## src/design/lmde_pkg.sv

```systemverilog
// Shared types and constants of the LED matrix draw engine.
`default_nettype none

package lmde_pkg;

    // Command kinds carried on the input tuser field.
    typedef enum logic [2:0] {
        KIND_CLEAR   = 3'd0,
        KIND_POINT   = 3'd1,
        KIND_HLINE   = 3'd2,
        KIND_VLINE   = 3'd3,
        KIND_RECT    = 3'd4,
        KIND_FILL    = 3'd5,
        KIND_READ    = 3'd6
    } kind_t;

    // Width of the color fields at the ports.
    localparam int COLOR_BITS = 24;

    // Width used for bounds arithmetic; holds any coordinate sum up to 64 + 31.
    localparam int BOUND_BITS = 7;

    // Commands from the controller to the datapath.
    typedef struct packed {
        logic init;      // load the whole screen with black for the power-up sweep
        logic load;      // latch a new request and check its bounds
        logic step;      // visit the current pixel of the sweep and advance
        logic rd;        // issue a read of the addressed pixel
        logic res_load;  // move the outcome into the result register
    } lmde_cmd_t;

    // Status from the datapath to the controller.
    typedef struct packed {
        logic ok;        // latched request passed its bounds check
        logic is_read;   // latched request is a pixel read
        logic last;      // the sweep stands on its final pixel
    } lmde_status_t;

endpackage

`default_nettype wire

```

## src/design/led_matrix_draw_engine_top.sv

```systemverilog
// Top level of the LED matrix draw engine.
//
//   Channel   Direction  Payload
//   s_axis    in         tuser = kind; tdata = coordinates, sizes and draw color
//   m_axis    out        tuser = accepted; tdata = read color
//
// One request is worked on at a time. A sweep visits one pixel per cycle through the
// single port of the pixel store and covers the bounding box of a draw, or the whole
// screen for a clear. A read makes one access to the store, and a rejected request goes
// straight to the result. After reset a clearing pass blacks out the store while
// s_axis_tready stays low. A stalled m_axis holds the finished result; the next request
// is taken meanwhile and waits at its end for the output register to free.
`default_nettype none

module led_matrix_draw_engine_top
    import lmde_pkg::*;
#(
    parameter int COLUMNS      = 12,
    parameter int ROWS         = 16,
    parameter int CHANNEL_BITS = 8
) (
    input  wire logic        clk,
    input  wire logic        rst_n,
    input  wire logic        s_axis_tvalid,
    output logic             s_axis_tready,
    // [3:0] x_start, [7:4] y_start, [11:8] x_end, [15:12] y_end,
    // [20:16] rect_width, [25:21] rect_height, [49:26] draw_color, [55:50] zero
    input  wire logic [55:0] s_axis_tdata,
    // [2:0] kind
    input  wire logic [2:0]  s_axis_tuser,
    output logic             m_axis_tvalid,
    input  wire logic        m_axis_tready,
    // [23:0] read_color
    output logic [23:0]      m_axis_tdata,
    // [0] accepted
    output logic             m_axis_tuser
);

    lmde_cmd_t    cmd;
    lmde_status_t status;

    lmde_ctrl u_ctrl (
        .clk       (clk),
        .rst_n     (rst_n),
        .in_valid  (s_axis_tvalid),
        .in_ready  (s_axis_tready),
        .out_valid (m_axis_tvalid),
        .out_ready (m_axis_tready),
        .cmd       (cmd),
        .status    (status)
    );

    lmde_datapath #(
        .COLUMNS      (COLUMNS),
        .ROWS         (ROWS),
        .CHANNEL_BITS (CHANNEL_BITS)
    ) u_datapath (
        .clk         (clk),
        .cmd         (cmd),
        .status      (status),
        .kind        (s_axis_tuser),
        .x_start     (s_axis_tdata[3:0]),
        .y_start     (s_axis_tdata[7:4]),
        .x_end       (s_axis_tdata[11:8]),
        .y_end       (s_axis_tdata[15:12]),
        .rect_width  (s_axis_tdata[20:16]),
        .rect_height (s_axis_tdata[25:21]),
        .draw_color  (s_axis_tdata[49:26]),
        .accepted    (m_axis_tuser),
        .read_color  (m_axis_tdata)
    );

endmodule

`default_nettype wire

```

## src/design/lmde_ram.sv

```systemverilog
// Generic single-port RAM with registered read data.
`default_nettype none

module lmde_ram #(
    parameter int WIDTH = 24,
    parameter int DEPTH = 192
) (
    input  wire logic                                   clk,
    input  wire logic                                   we,
    input  wire logic                                   re,
    input  wire logic [(DEPTH > 1 ? $clog2(DEPTH) : 1)-1:0] addr,
    input  wire logic [WIDTH-1:0]                       wdata,
    output logic      [WIDTH-1:0]                       rdata
);

    logic [WIDTH-1:0] mem [DEPTH];
    logic [WIDTH-1:0] rdata_reg;

    always_ff @(posedge clk)
    begin
        if (we)
        begin
            mem[addr] <= wdata;
        end
        if (re)
        begin
            rdata_reg <= mem[addr];
        end
    end

    assign rdata = rdata_reg;

endmodule

`default_nettype wire

```

## src/design/lmde_datapath.sv

```systemverilog
// Datapath of the draw engine: bounds check, pixel sweep counters, pixel store and result.
`default_nettype none

module lmde_datapath
    import lmde_pkg::*;
#(
    parameter int COLUMNS      = 12,
    parameter int ROWS         = 16,
    parameter int CHANNEL_BITS = 8
) (
    input  wire logic                  clk,
    input  wire lmde_cmd_t             cmd,
    output lmde_status_t               status,
    input  wire logic [2:0]            kind,
    input  wire logic [3:0]            x_start,
    input  wire logic [3:0]            y_start,
    input  wire logic [3:0]            x_end,
    input  wire logic [3:0]            y_end,
    input  wire logic [4:0]            rect_width,
    input  wire logic [4:0]            rect_height,
    input  wire logic [COLOR_BITS-1:0] draw_color,
    output logic                       accepted,
    output logic [COLOR_BITS-1:0]      read_color
);

    localparam int PIXELS = COLUMNS * ROWS;
    localparam int XW     = (COLUMNS > 1) ? $clog2(COLUMNS) : 1;
    localparam int YW     = (ROWS > 1) ? $clog2(ROWS) : 1;
    localparam int AW     = (PIXELS > 1) ? $clog2(PIXELS) : 1;
    localparam int MW     = AW + BOUND_BITS;
    localparam int PW     = 3 * CHANNEL_BITS;

    localparam logic [BOUND_BITS-1:0] COL_LIMIT = BOUND_BITS'(COLUMNS);
    localparam logic [BOUND_BITS-1:0] ROW_LIMIT = BOUND_BITS'(ROWS);
    localparam logic [XW-1:0]         X_LAST    = XW'(COLUMNS - 1);
    localparam logic [YW-1:0]         Y_LAST    = YW'(ROWS - 1);

    logic [BOUND_BITS-1:0] xs_w, ys_w, xe_w, ye_w, w_w, h_w;
    logic                  start_in;
    logic                  ok_next, read_next, outline_next;
    logic [XW-1:0]         x0_next, x1_next;
    logic [YW-1:0]         y0_next, y1_next;

    logic                  ok_reg, read_reg, outline_reg;
    logic [XW-1:0]         x0_reg, x1_reg, cx_reg;
    logic [YW-1:0]         y0_reg, y1_reg, cy_reg;
    logic [PW-1:0]         color_reg;
    logic                  accepted_reg;
    logic [COLOR_BITS-1:0] read_color_reg;

    logic                  on_border;
    logic                  ram_we;
    logic [AW-1:0]         addr;
    logic [PW-1:0]         rdata;

    assign xs_w = BOUND_BITS'(x_start);
    assign ys_w = BOUND_BITS'(y_start);
    assign xe_w = BOUND_BITS'(x_end);
    assign ye_w = BOUND_BITS'(y_end);
    assign w_w  = BOUND_BITS'(rect_width);
    assign h_w  = BOUND_BITS'(rect_height);

    assign start_in = (xs_w < COL_LIMIT) && (ys_w < ROW_LIMIT);

    // Bounds check and the box that the sweep walks for each kind.
    always_comb
    begin
        ok_next      = 1'b0;
        read_next    = 1'b0;
        outline_next = 1'b0;
        x0_next      = XW'(x_start);
        y0_next      = YW'(y_start);
        x1_next      = XW'(x_start);
        y1_next      = YW'(y_start);
        case (kind_t'(kind))
            KIND_CLEAR:
            begin
                ok_next = 1'b1;
                x0_next = '0;
                y0_next = '0;
                x1_next = X_LAST;
                y1_next = Y_LAST;
            end
            KIND_POINT:
            begin
                ok_next = start_in;
            end
            KIND_HLINE:
            begin
                // The end column must be at least one.
                ok_next = start_in && (x_end != 4'd0) && (xe_w < COL_LIMIT)
                          && (x_start <= x_end);
                x1_next = XW'(x_end);
            end
            KIND_VLINE:
            begin
                ok_next = start_in && (y_end != 4'd0) && (ye_w < ROW_LIMIT)
                          && (y_start <= y_end);
                y1_next = YW'(y_end);
            end
            KIND_RECT, KIND_FILL:
            begin
                ok_next = start_in && (rect_width != 5'd0) && (w_w + xs_w <= COL_LIMIT)
                          && (rect_height != 5'd0) && (h_w + ys_w <= ROW_LIMIT);
                outline_next = (kind_t'(kind) == KIND_RECT);
                x1_next = XW'(xs_w + w_w - BOUND_BITS'(1));
                y1_next = YW'(ys_w + h_w - BOUND_BITS'(1));
            end
            KIND_READ:
            begin
                ok_next   = start_in;
                read_next = 1'b1;
            end
            default:
            begin
                ok_next = 1'b0;
            end
        endcase
    end

    always_ff @(posedge clk)
    begin
        if (cmd.init)
        begin
            ok_reg      <= 1'b1;
            read_reg    <= 1'b0;
            outline_reg <= 1'b0;
            x0_reg      <= '0;
            y0_reg      <= '0;
            x1_reg      <= X_LAST;
            y1_reg      <= Y_LAST;
            cx_reg      <= '0;
            cy_reg      <= '0;
            color_reg   <= '0;
        end
        else if (cmd.load)
        begin
            ok_reg      <= ok_next;
            read_reg    <= read_next;
            outline_reg <= outline_next;
            x0_reg      <= x0_next;
            y0_reg      <= y0_next;
            x1_reg      <= x1_next;
            y1_reg      <= y1_next;
            cx_reg      <= x0_next;
            cy_reg      <= y0_next;
            // A clear paints black whatever color the request carries.
            color_reg   <= (kind_t'(kind) == KIND_CLEAR) ? '0 : PW'(draw_color);
        end
        else if (cmd.step && !status.last)
        begin
            if (cx_reg == x1_reg)
            begin
                cx_reg <= x0_reg;
                cy_reg <= cy_reg + YW'(1);
            end
            else
            begin
                cx_reg <= cx_reg + XW'(1);
            end
        end

        if (cmd.res_load)
        begin
            accepted_reg   <= ok_reg;
            read_color_reg <= (ok_reg && read_reg) ? COLOR_BITS'(rdata) : '0;
        end
    end

    // An outline only touches pixels on the edge of its box.
    assign on_border = !outline_reg || (cx_reg == x0_reg) || (cx_reg == x1_reg)
                       || (cy_reg == y0_reg) || (cy_reg == y1_reg);

    assign ram_we = cmd.step && on_border;
    assign addr   = AW'(MW'(cy_reg) * MW'(COLUMNS) + MW'(cx_reg));

    lmde_ram #(
        .WIDTH (PW),
        .DEPTH (PIXELS)
    ) u_store (
        .clk   (clk),
        .we    (ram_we),
        .re    (cmd.rd),
        .addr  (addr),
        .wdata (color_reg),
        .rdata (rdata)
    );

    assign status.ok      = ok_reg;
    assign status.is_read = read_reg;
    assign status.last    = (cx_reg == x1_reg) && (cy_reg == y1_reg);

    assign accepted   = accepted_reg;
    assign read_color = read_color_reg;

endmodule

`default_nettype wire

```

## src/design/lmde_ctrl.sv

```systemverilog
// Controller state machine of the draw engine.
`default_nettype none

module lmde_ctrl
    import lmde_pkg::*;
(
    input  wire logic         clk,
    input  wire logic         rst_n,
    input  wire logic         in_valid,
    output logic              in_ready,
    output logic              out_valid,
    input  wire logic         out_ready,
    output lmde_cmd_t         cmd,
    input  wire lmde_status_t status
);

    typedef enum logic [2:0] {
        S_BOOT,
        S_INIT,
        S_IDLE,
        S_DECODE,
        S_SWEEP,
        S_READ,
        S_READ_DATA,
        S_DONE
    } state_t;

    state_t state_reg;
    logic   out_valid_reg;
    logic   out_free;

    assign out_free = !out_valid_reg || out_ready;
    assign in_ready = (state_reg == S_IDLE);

    always_comb
    begin
        cmd          = '0;
        cmd.init     = (state_reg == S_BOOT);
        cmd.load     = (state_reg == S_IDLE) && in_valid;
        cmd.step     = (state_reg == S_INIT) || (state_reg == S_SWEEP);
        cmd.rd       = (state_reg == S_READ);
        cmd.res_load = (state_reg == S_DONE) && out_free;
    end

    always_ff @(posedge clk or negedge rst_n)
    begin
        if (!rst_n)
        begin
            state_reg     <= S_BOOT;
            out_valid_reg <= 1'b0;
        end
        else
        begin
            if (cmd.res_load)
            begin
                out_valid_reg <= 1'b1;
            end
            else if (out_valid_reg && out_ready)
            begin
                out_valid_reg <= 1'b0;
            end
            case (state_reg)
                S_BOOT:
                begin
                    state_reg <= S_INIT;
                end
                S_INIT:
                begin
                    // Power-up sweep blacks out the store and reports nothing.
                    if (status.last)
                    begin
                        state_reg <= S_IDLE;
                    end
                end
                S_IDLE:
                begin
                    if (in_valid)
                    begin
                        state_reg <= S_DECODE;
                    end
                end
                S_DECODE:
                begin
                    if (!status.ok)
                    begin
                        state_reg <= S_DONE;
                    end
                    else if (status.is_read)
                    begin
                        state_reg <= S_READ;
                    end
                    else
                    begin
                        state_reg <= S_SWEEP;
                    end
                end
                S_SWEEP:
                begin
                    if (status.last)
                    begin
                        state_reg <= S_DONE;
                    end
                end
                S_READ:
                begin
                    state_reg <= S_READ_DATA;
                end
                S_READ_DATA:
                begin
                    state_reg <= S_DONE;
                end
                S_DONE:
                begin
                    if (out_free)
                    begin
                        state_reg <= S_IDLE;
                    end
                end
                default:
                begin
                    state_reg <= S_BOOT;
                end
            endcase
        end
    end

    assign out_valid = out_valid_reg;

endmodule

`default_nettype wire
```

## config.mk

```make
export PLATFORM = sky130hd
export DESIGN_NAME = led_matrix_draw_engine_top
export DESIGN_NICKNAME = d
export VERILOG_FILES = /design/src/design/lmde_pkg.sv /design/src/design/led_matrix_draw_engine_top.sv /design/src/design/lmde_ram.sv /design/src/design/lmde_datapath.sv /design/src/design/lmde_ctrl.sv
export SDC_FILE = /design/constraint.sdc
export NUM_CORES = 2
export LEC_CHECK = 0
export ABC_CLOCK_PERIOD_IN_PS = 8300
export CORE_ASPECT_RATIO = 0.75
export CORE_MARGIN = 2
export CORE_UTILIZATION = 25
export CTS_BUF_LIST = sky130_fd_sc_hd__clkbuf_16
export DETAILED_ROUTE_END_ITERATION = 16
export DONT_BUFFER_PORTS = 1
export PLACE_DENSITY = 0.47
export SLEW_MARGIN = 10
export SYNTH_ARGS = -nofsm -noshare
export SYNTH_HDL_FRONTEND = slang
export SYNTH_MEMORY_MAX_BITS = 65536
export SYNTH_SLANG_ARGS = --single-unit
```

## constraint.sdc

```tcl
create_clock -name clk -period 8.3 [get_ports clk]
set_input_delay 1.66 -clock clk [delete_from_list [all_inputs] [get_ports clk]]
set_output_delay 1.66 -clock clk [all_outputs]
set_load 0.02 [all_outputs]
```

# After elaboration in Yosys (flattened, before gate mapping)
# Memories as Yosys holds them, arrays and structs flattened. A register that Yosys moved wholly into a read port is not among the register bits.
# Cells that the tools add are included.
# totals
n_memories	1
inputBits	63
register_bits	80
word_cells	117
ramBits	4608
output_inout_bits	27
# memory_table
name	words	width	rd	rd_ports_with_merged_regs	wr	line_no	source
u_datapath.u_store.mem	192	24	1	1	1	lmde_ram.sv:16	logic [WIDTH-1:0] mem [DEPTH];
# op_classes
n_mux	25
reduce_logical	40
mul	1
n_addsub	7
n_eq_ne	21
magnitude_cmp	8
# ops
op	count
4-bit 2-to-1 mux	8
24-bit 2-to-1 mux	1
3-bit case mux with 8 select lines	1
4-bit case mux with 3 select lines	2
3-bit == test, second input constant	7
1-bit logical AND	18
4-bit == test	4
3-bit 2-to-1 mux	5
5-bit by 4-bit adder with 6-bit output	2
3-bit by 2-bit == test with 1-bit output, second input constant	4
4-bit by 5-bit < comparator with 1-bit output, second input constant	2
5-bit nonzero test	2
4-bit by 1-bit adder with 4-bit output, second input constant	2
8-bit by 4-bit adder with 8-bit output	1
4-bit <= comparator	2
4-bit < comparator, second input constant	2
4-bit nonzero test	2
4-bit by 1-bit subtractor with 4-bit output, second input constant	2
1-bit 2-to-1 mux	7
3-bit by 1-bit == test with 1-bit output, second input constant	2
6-bit by 4-bit <= comparator with 1-bit output, second input constant	1
6-bit by 5-bit <= comparator with 1-bit output, second input constant	1
3-bit zero test	2
1-bit logical OR	6
9 further kinds	16

# Longest topological paths before layout
# logic_depth
depth_word	8
depth_mapped	14

# Modules after synthesis
# Synthesis repeated with hierarchy kept, for this count alone.
# unflattened
cells_unflattened	9208
area_unflattened_um2	183432.2
# modules_own_cells
mod	area_each_um2	cells_per_inst	instances	seq_area_each_um2
lmde_ram	178821.5	8695	1	139093.4
lmde_datapath	4345.4	484	1	1771.7
lmde_ctrl	265.3	29	1	100.1

# Worst setup path after synthesis
# No wires, ideal clock.
# synth_timing
path_type	reg2reg
startpoint	reg u_datapath.cy_reg[1]
endpoint	mem u_datapath.u_store.mem[70][0] (enable)
arrival_ns	4.022
required_time_ns	7.895
slack_ns	3.873
path_stages_with_launch	12
cell_sequence	dfxtp_1 -> ha_1 -> fa_1 -> clkbuf_2 -> xor2_1 -> buf_2 -> buf_4 -> o21ai_2 -> nor2_1 -> nand3_1 -> buf_2 -> nor2_1
# synth_via
elab_chain_len	6
# synth_rtl
item	line_no	source
from (decl)	lmde_datapath.sv:46	logic [YW-1:0] y0_reg, y1_reg, cy_reg;
from (signal assigned)	lmde_datapath.sv:146	cy_reg <= y0_next;
from (signal assigned)	lmde_datapath.sv:155	cy_reg <= cy_reg + YW'(1);
parallel branches: the longest is 6 deep, another holds 8-bit by 4-bit adder with 8-bit output	--	
to (decl)	lmde_ram.sv:16	
# Parallel ways; which one is timed is not known.

# Final worst setup path
# layout_timing
startpoint	reg u_datapath.cy_reg[0]
endpoint	mem u_datapath.u_store.mem[73][13] (enable)
# Same word-level chain as after synthesis.

==> impl_summary.log <==
[metrics] area taken by flip-flops and latches: approximately 0.14 mm²
[metrics] area delta synth->final: 15.8%
[metrics] biggest fanout along the worst timing path: 23
[metrics] per-cell via count in the routed design: ~4.7
[metrics] number of warnings printed during yosys synthesis: 0
[metrics] count of different cell masters after synthesis: just under 70
[metrics] maximum cell stage delay along the critical path: between 1 and 1.5 ns
[metrics] first-pass detailed-route iteration total: 7
[metrics] Mapped Nets: 7,664
[metrics] max-slew violation total from the final report: 0
[metrics] Die Area: between 0.7 and 0.8 mm²
[metrics] flip-flop count of the largest register, all copies and words added: around 4,600
[metrics] slew at the pin with the worst max-slew slack: roughly 1.3 ns
[metrics] number of design-rule violations left by the first detailed-router iteration: roughly 11,000
[metrics] family with the most delay on the worst path: simple AND/OR/NAND/NOR gates
[metrics] number of antenna violations at the first check in global routing: 51
[metrics] Critical R2R Capture: u_datapath.u_store.mem[73][13]
[metrics] number of instances in the synthesized netlist: about 7,600
[metrics] category of the most critical setup path: flip-flop to flip-flop
[metrics] CP Cell Sequence: ha_1, fa_1, nand2b_1, a2111oi_0, buf_4, or2_2, o21ai_2, nor2_1, nand3_2, nor2_4, buf_4
[metrics] Sequential Power Share: 55.4%
[metrics] first-pass GRT wire length: about 710,000 µm
[metrics] Residual DRC: 0
[metrics] setup repair after global routing missed its margin: false
[metrics] layout cells sized above 1: approximately 31%
[metrics] antenna-violating nets left: 0
[metrics] number of filler cells placed in the layout: roughly 70,000
[metrics] number of enable-type register cells in the synthesized netlist: 4,657
[metrics] root buffer cell: sky130_fd_sc_hd__clkbuf_16
[metrics] multi-input combinational cell area: a little under 0.04 mm²
[metrics] CP startpoint: u_datapath.cy_reg[0]
[metrics] number of max-cap violations: 0
[metrics] row count: 270
[metrics] TritonCTS clock tree: yes
[metrics] static power due to leakage: ~0.049 µW
[metrics] crit path DAT: around 6.7 ns
[metrics] clock slew at the register clock pins of the worst setup and hold paths: approximately 0.060 ns
[metrics] num ports: 90
[metrics] area of the placeable core: 0.721 mm²
[metrics] register bank with the most flops: u_datapath.u_store.mem
[metrics] Hold Buf Count CTS: 0
[metrics] Design Power: between 40,000 and 50,000 µW
[metrics] CP startpoint kind: flip-flop
[metrics] Max H-tree Level: 5
[metrics] power density of the placed cells: 221 mW/mm²
[metrics] slack of the worst reg-to-reg path: about 2.4 ns
[metrics] Gate power share: less than 1%
[metrics] effective utilization at floorplan: roughly a quarter
[metrics] clock skew: around 0.044 ns
[metrics] internal cell power: approximately 37,000 µW
[metrics] number of flip-flops and latches in the synthesized netlist: around 4,700
[metrics] worst setup path end: u_datapath.u_store.mem[73][13]
[metrics] die width: a little under 1000 µm
[metrics] clock period minus final worst setup slack: ~5.9 ns
[metrics] number of post-CTS setup repair buffers: 0
[metrics] aggregate global routing overflow: 0
[metrics] total net switching power: between 9000 and 10,000 µW
[metrics] clock network latency to the later pin of the worst-skew pair: 1.04 ns
[metrics] pin count of the biggest net entering global routing: 130
[metrics] overall routed net length: approximately 520,000 µm
[metrics] detail-routed net length per standard cell: ~30 µm
[metrics] CTS sink count: between 4,000 and 5,000
[metrics] number of cells on the worst reg-to-reg path: 11
[metrics] DP HPWL: ~300,000 µm
[metrics] buffers plus inverters on the worst setup path: 2
[metrics] overall fraction of global-route tracks in use: around 14%
[metrics] # nets final: between 7,000 and 8,000
[metrics] most used flip-flop cell after synthesis: sky130_fd_sc_hd__edfxtp_1
[metrics] relative slew slack: between 10 and 15%
[metrics] height of the chip: roughly 740 µm
[metrics] number of buffers added on ports: 0
[metrics] status: finished, final reports clean
[metrics] Hold WC Path Type: primary input to async pin
[metrics] post-CTS resize count: 0
[metrics] routability congestion estimate: 0.787
[metrics] final setup violation count: 0
[metrics] share of synthesized registers carrying an async set or reset: 0.0849%
[metrics] fmax: between 150 and 200 MHz
[metrics] worst-case vdd ir drop: approximately 0.18 mV
[metrics] number of global-route vias before repair: about 85,000
[metrics] core occupancy in the finished layout: ~29%
[metrics] Net Sw Frac: 19.6%
[metrics] summed negative setup slack over all endpoints: 0 ns
[metrics] largest buffer count on any clock path: 4
[metrics] Synth Area per Inst: approximately 24 µm²
[metrics] post-route fraction of the period consumed by the critical path: a little under three quarters
[metrics] number of vias in the routed layout: 84,500
[metrics] CP dominant cell by count: sky130_fd_sc_hd__buf_4
[metrics] worst reg2reg startpoint: u_datapath.cy_reg[0]
[metrics] cell area after synthesis: between 0.15 and 0.2 mm²
[metrics] number of hold violations in the final report: 0
[metrics] count of cell instances traversed by the critical path: 11
[metrics] proportion of synthesized chip area in sequential cells: between 70% and 80%
[metrics] Setup crit end kind: flip-flop
[metrics] Data required, critical path: approximately 9.0 ns
[metrics] share of power burned in the clock network: between 40% and 50%
[metrics] library cell contributing the largest single delay on the critical path: sky130_fd_sc_hd__nor2_4
[metrics] clock buffer count from CTS: approximately 460
==> worst min path at each step <==
stage | to | slack [ns]
floorplan | u_datapath.y0_reg[0] | 0.45
global placement | u_datapath.y0_reg[0] | 0.47
detailed placement | u_datapath.y0_reg[0] | 0.47
CTS | u_ctrl.state_reg[0] | 0.22
global route | u_ctrl.state_reg[2] | 0.26
finish | u_ctrl.state_reg[0] | 0.32
==> metal layers <==
metal / vias up / track usage [%] / part of all wire, %
li1: 33300 / - / -
met2: 3469 / 21.0 / 45
met3: 631 / 2.45 / 7.7
met4: 4 / 3.26 / 2.5
met5: - / 0 / 0.0044
met1: 47200 / 20.5 / 45
==> final cells by class <==
class	count	share of cell area, %
antenna	19	0.0227
clock buffer	469	5.60
clock inverter	382	1.40
inverter	28	0.0501
multi-input combinational	2399	18.8
sequential	4712	67.3
tap	9656	5.76
timing repair buffer	249	1.06
==> kinds of logic after synthesis <==
kind of cell    Yosys count  share of synthesized area [%]
fa+ha+maj                34                          0.252
mux                    1473                           18.1
flops                  4712                           77.9
simple gates            549                           1.32
compound gates          310                           1.17
xor+xnor                 33                          0.164
buf+inv                 456                           1.19
==> power groups by stage <==
stage          registers (µW)  clock network [µW]  logic [µW]
3_3_place_gp            26200                   0        59.1
3_5_place_dp            26200                   0        55.9
2_1_floorplan           26200                   0        47.3
4_1_cts                 25700               21000        56.7
6_report                25700               20600        57.6
5_1_grt                 25700               21900        63.7
==> synthesized netlist by cell type, drive strengths merged, types with 10 or more instances <==
library cell / number / area share [%]
ha: 30 / 0.21
a21boi: 15 / 0.062
xor2: 11 / 0.053
xnor2: 22 / 0.11
nor2: 246 / 0.51
edfxtp: 4657 / 77
nand2: 158 / 0.33
clkbuf: 162 / 0.34
inv: 28 / 0.058
a211oi: 10 / 0.044
a21oi: 88 / 0.24
nand3: 50 / 0.14
a221oi: 23 / 0.11
nor3: 11 / 0.033
buf: 266 / 0.79
a22oi: 55 / 0.23
mux4: 1434 / 18
o22a: 17 / 0.082
o22ai: 10 / 0.035
dfxtp: 51 / 0.56
o21ai: 33 / 0.093
nor2b: 11 / 0.038
and3: 25 / 0.086
mux2i: 36 / 0.20
==> per-stage QoR <==
| stage | setup slack (ns) | hold slack, ns | instance area [µm²] | std cells |
|---|---|---|---|---|
| after detailed placement | 2.46 | 0.470 | 195000 | 17000 |
| after global placement | 2.49 | 0.473 | 195000 | 17000 |
| after CTS | 2.45 | 0.224 | 210000 | 17900 |
| after floorplan | 3.87 | 0.448 | 181000 | 7567 |
| after global routing | 2.19 | 0.260 | 210000 | 17900 |
| final | 2.37 | 0.322 | 210000 | 17900 |
==> cell usage in the layout (no fill, tap or decap), types with 26 or more instances in the layout <==
master,netlist,final
sky130_fd_sc_hd__edfxtp_1,4657,4657
sky130_fd_sc_hd__mux4_2,1434,1434
sky130_fd_sc_hd__clkbuf_16,0,469
sky130_fd_sc_hd__buf_4,35,221
sky130_fd_sc_hd__nor2_4,0,161
sky130_fd_sc_hd__nand2_1,158,141
sky130_fd_sc_hd__inv_1,28,131
sky130_fd_sc_hd__clkinv_1,0,124
sky130_fd_sc_hd__a21oi_1,88,88
sky130_fd_sc_hd__clkinv_2,0,74
sky130_fd_sc_hd__a22oi_1,55,55
sky130_fd_sc_hd__nand3_1,50,47
sky130_fd_sc_hd__nor2_1,244,46
sky130_fd_sc_hd__bufinv_16,0,44
sky130_fd_sc_hd__nor2_2,2,39
sky130_fd_sc_hd__mux2i_1,36,36
sky130_fd_sc_hd__o21ai_0,31,30
sky130_fd_sc_hd__ha_1,30,29
sky130_fd_sc_hd__buf_12,0,27
sky130_fd_sc_hd__dfxtp_4,0,26
No activity file was read; power rests on OpenSTA's default activity.
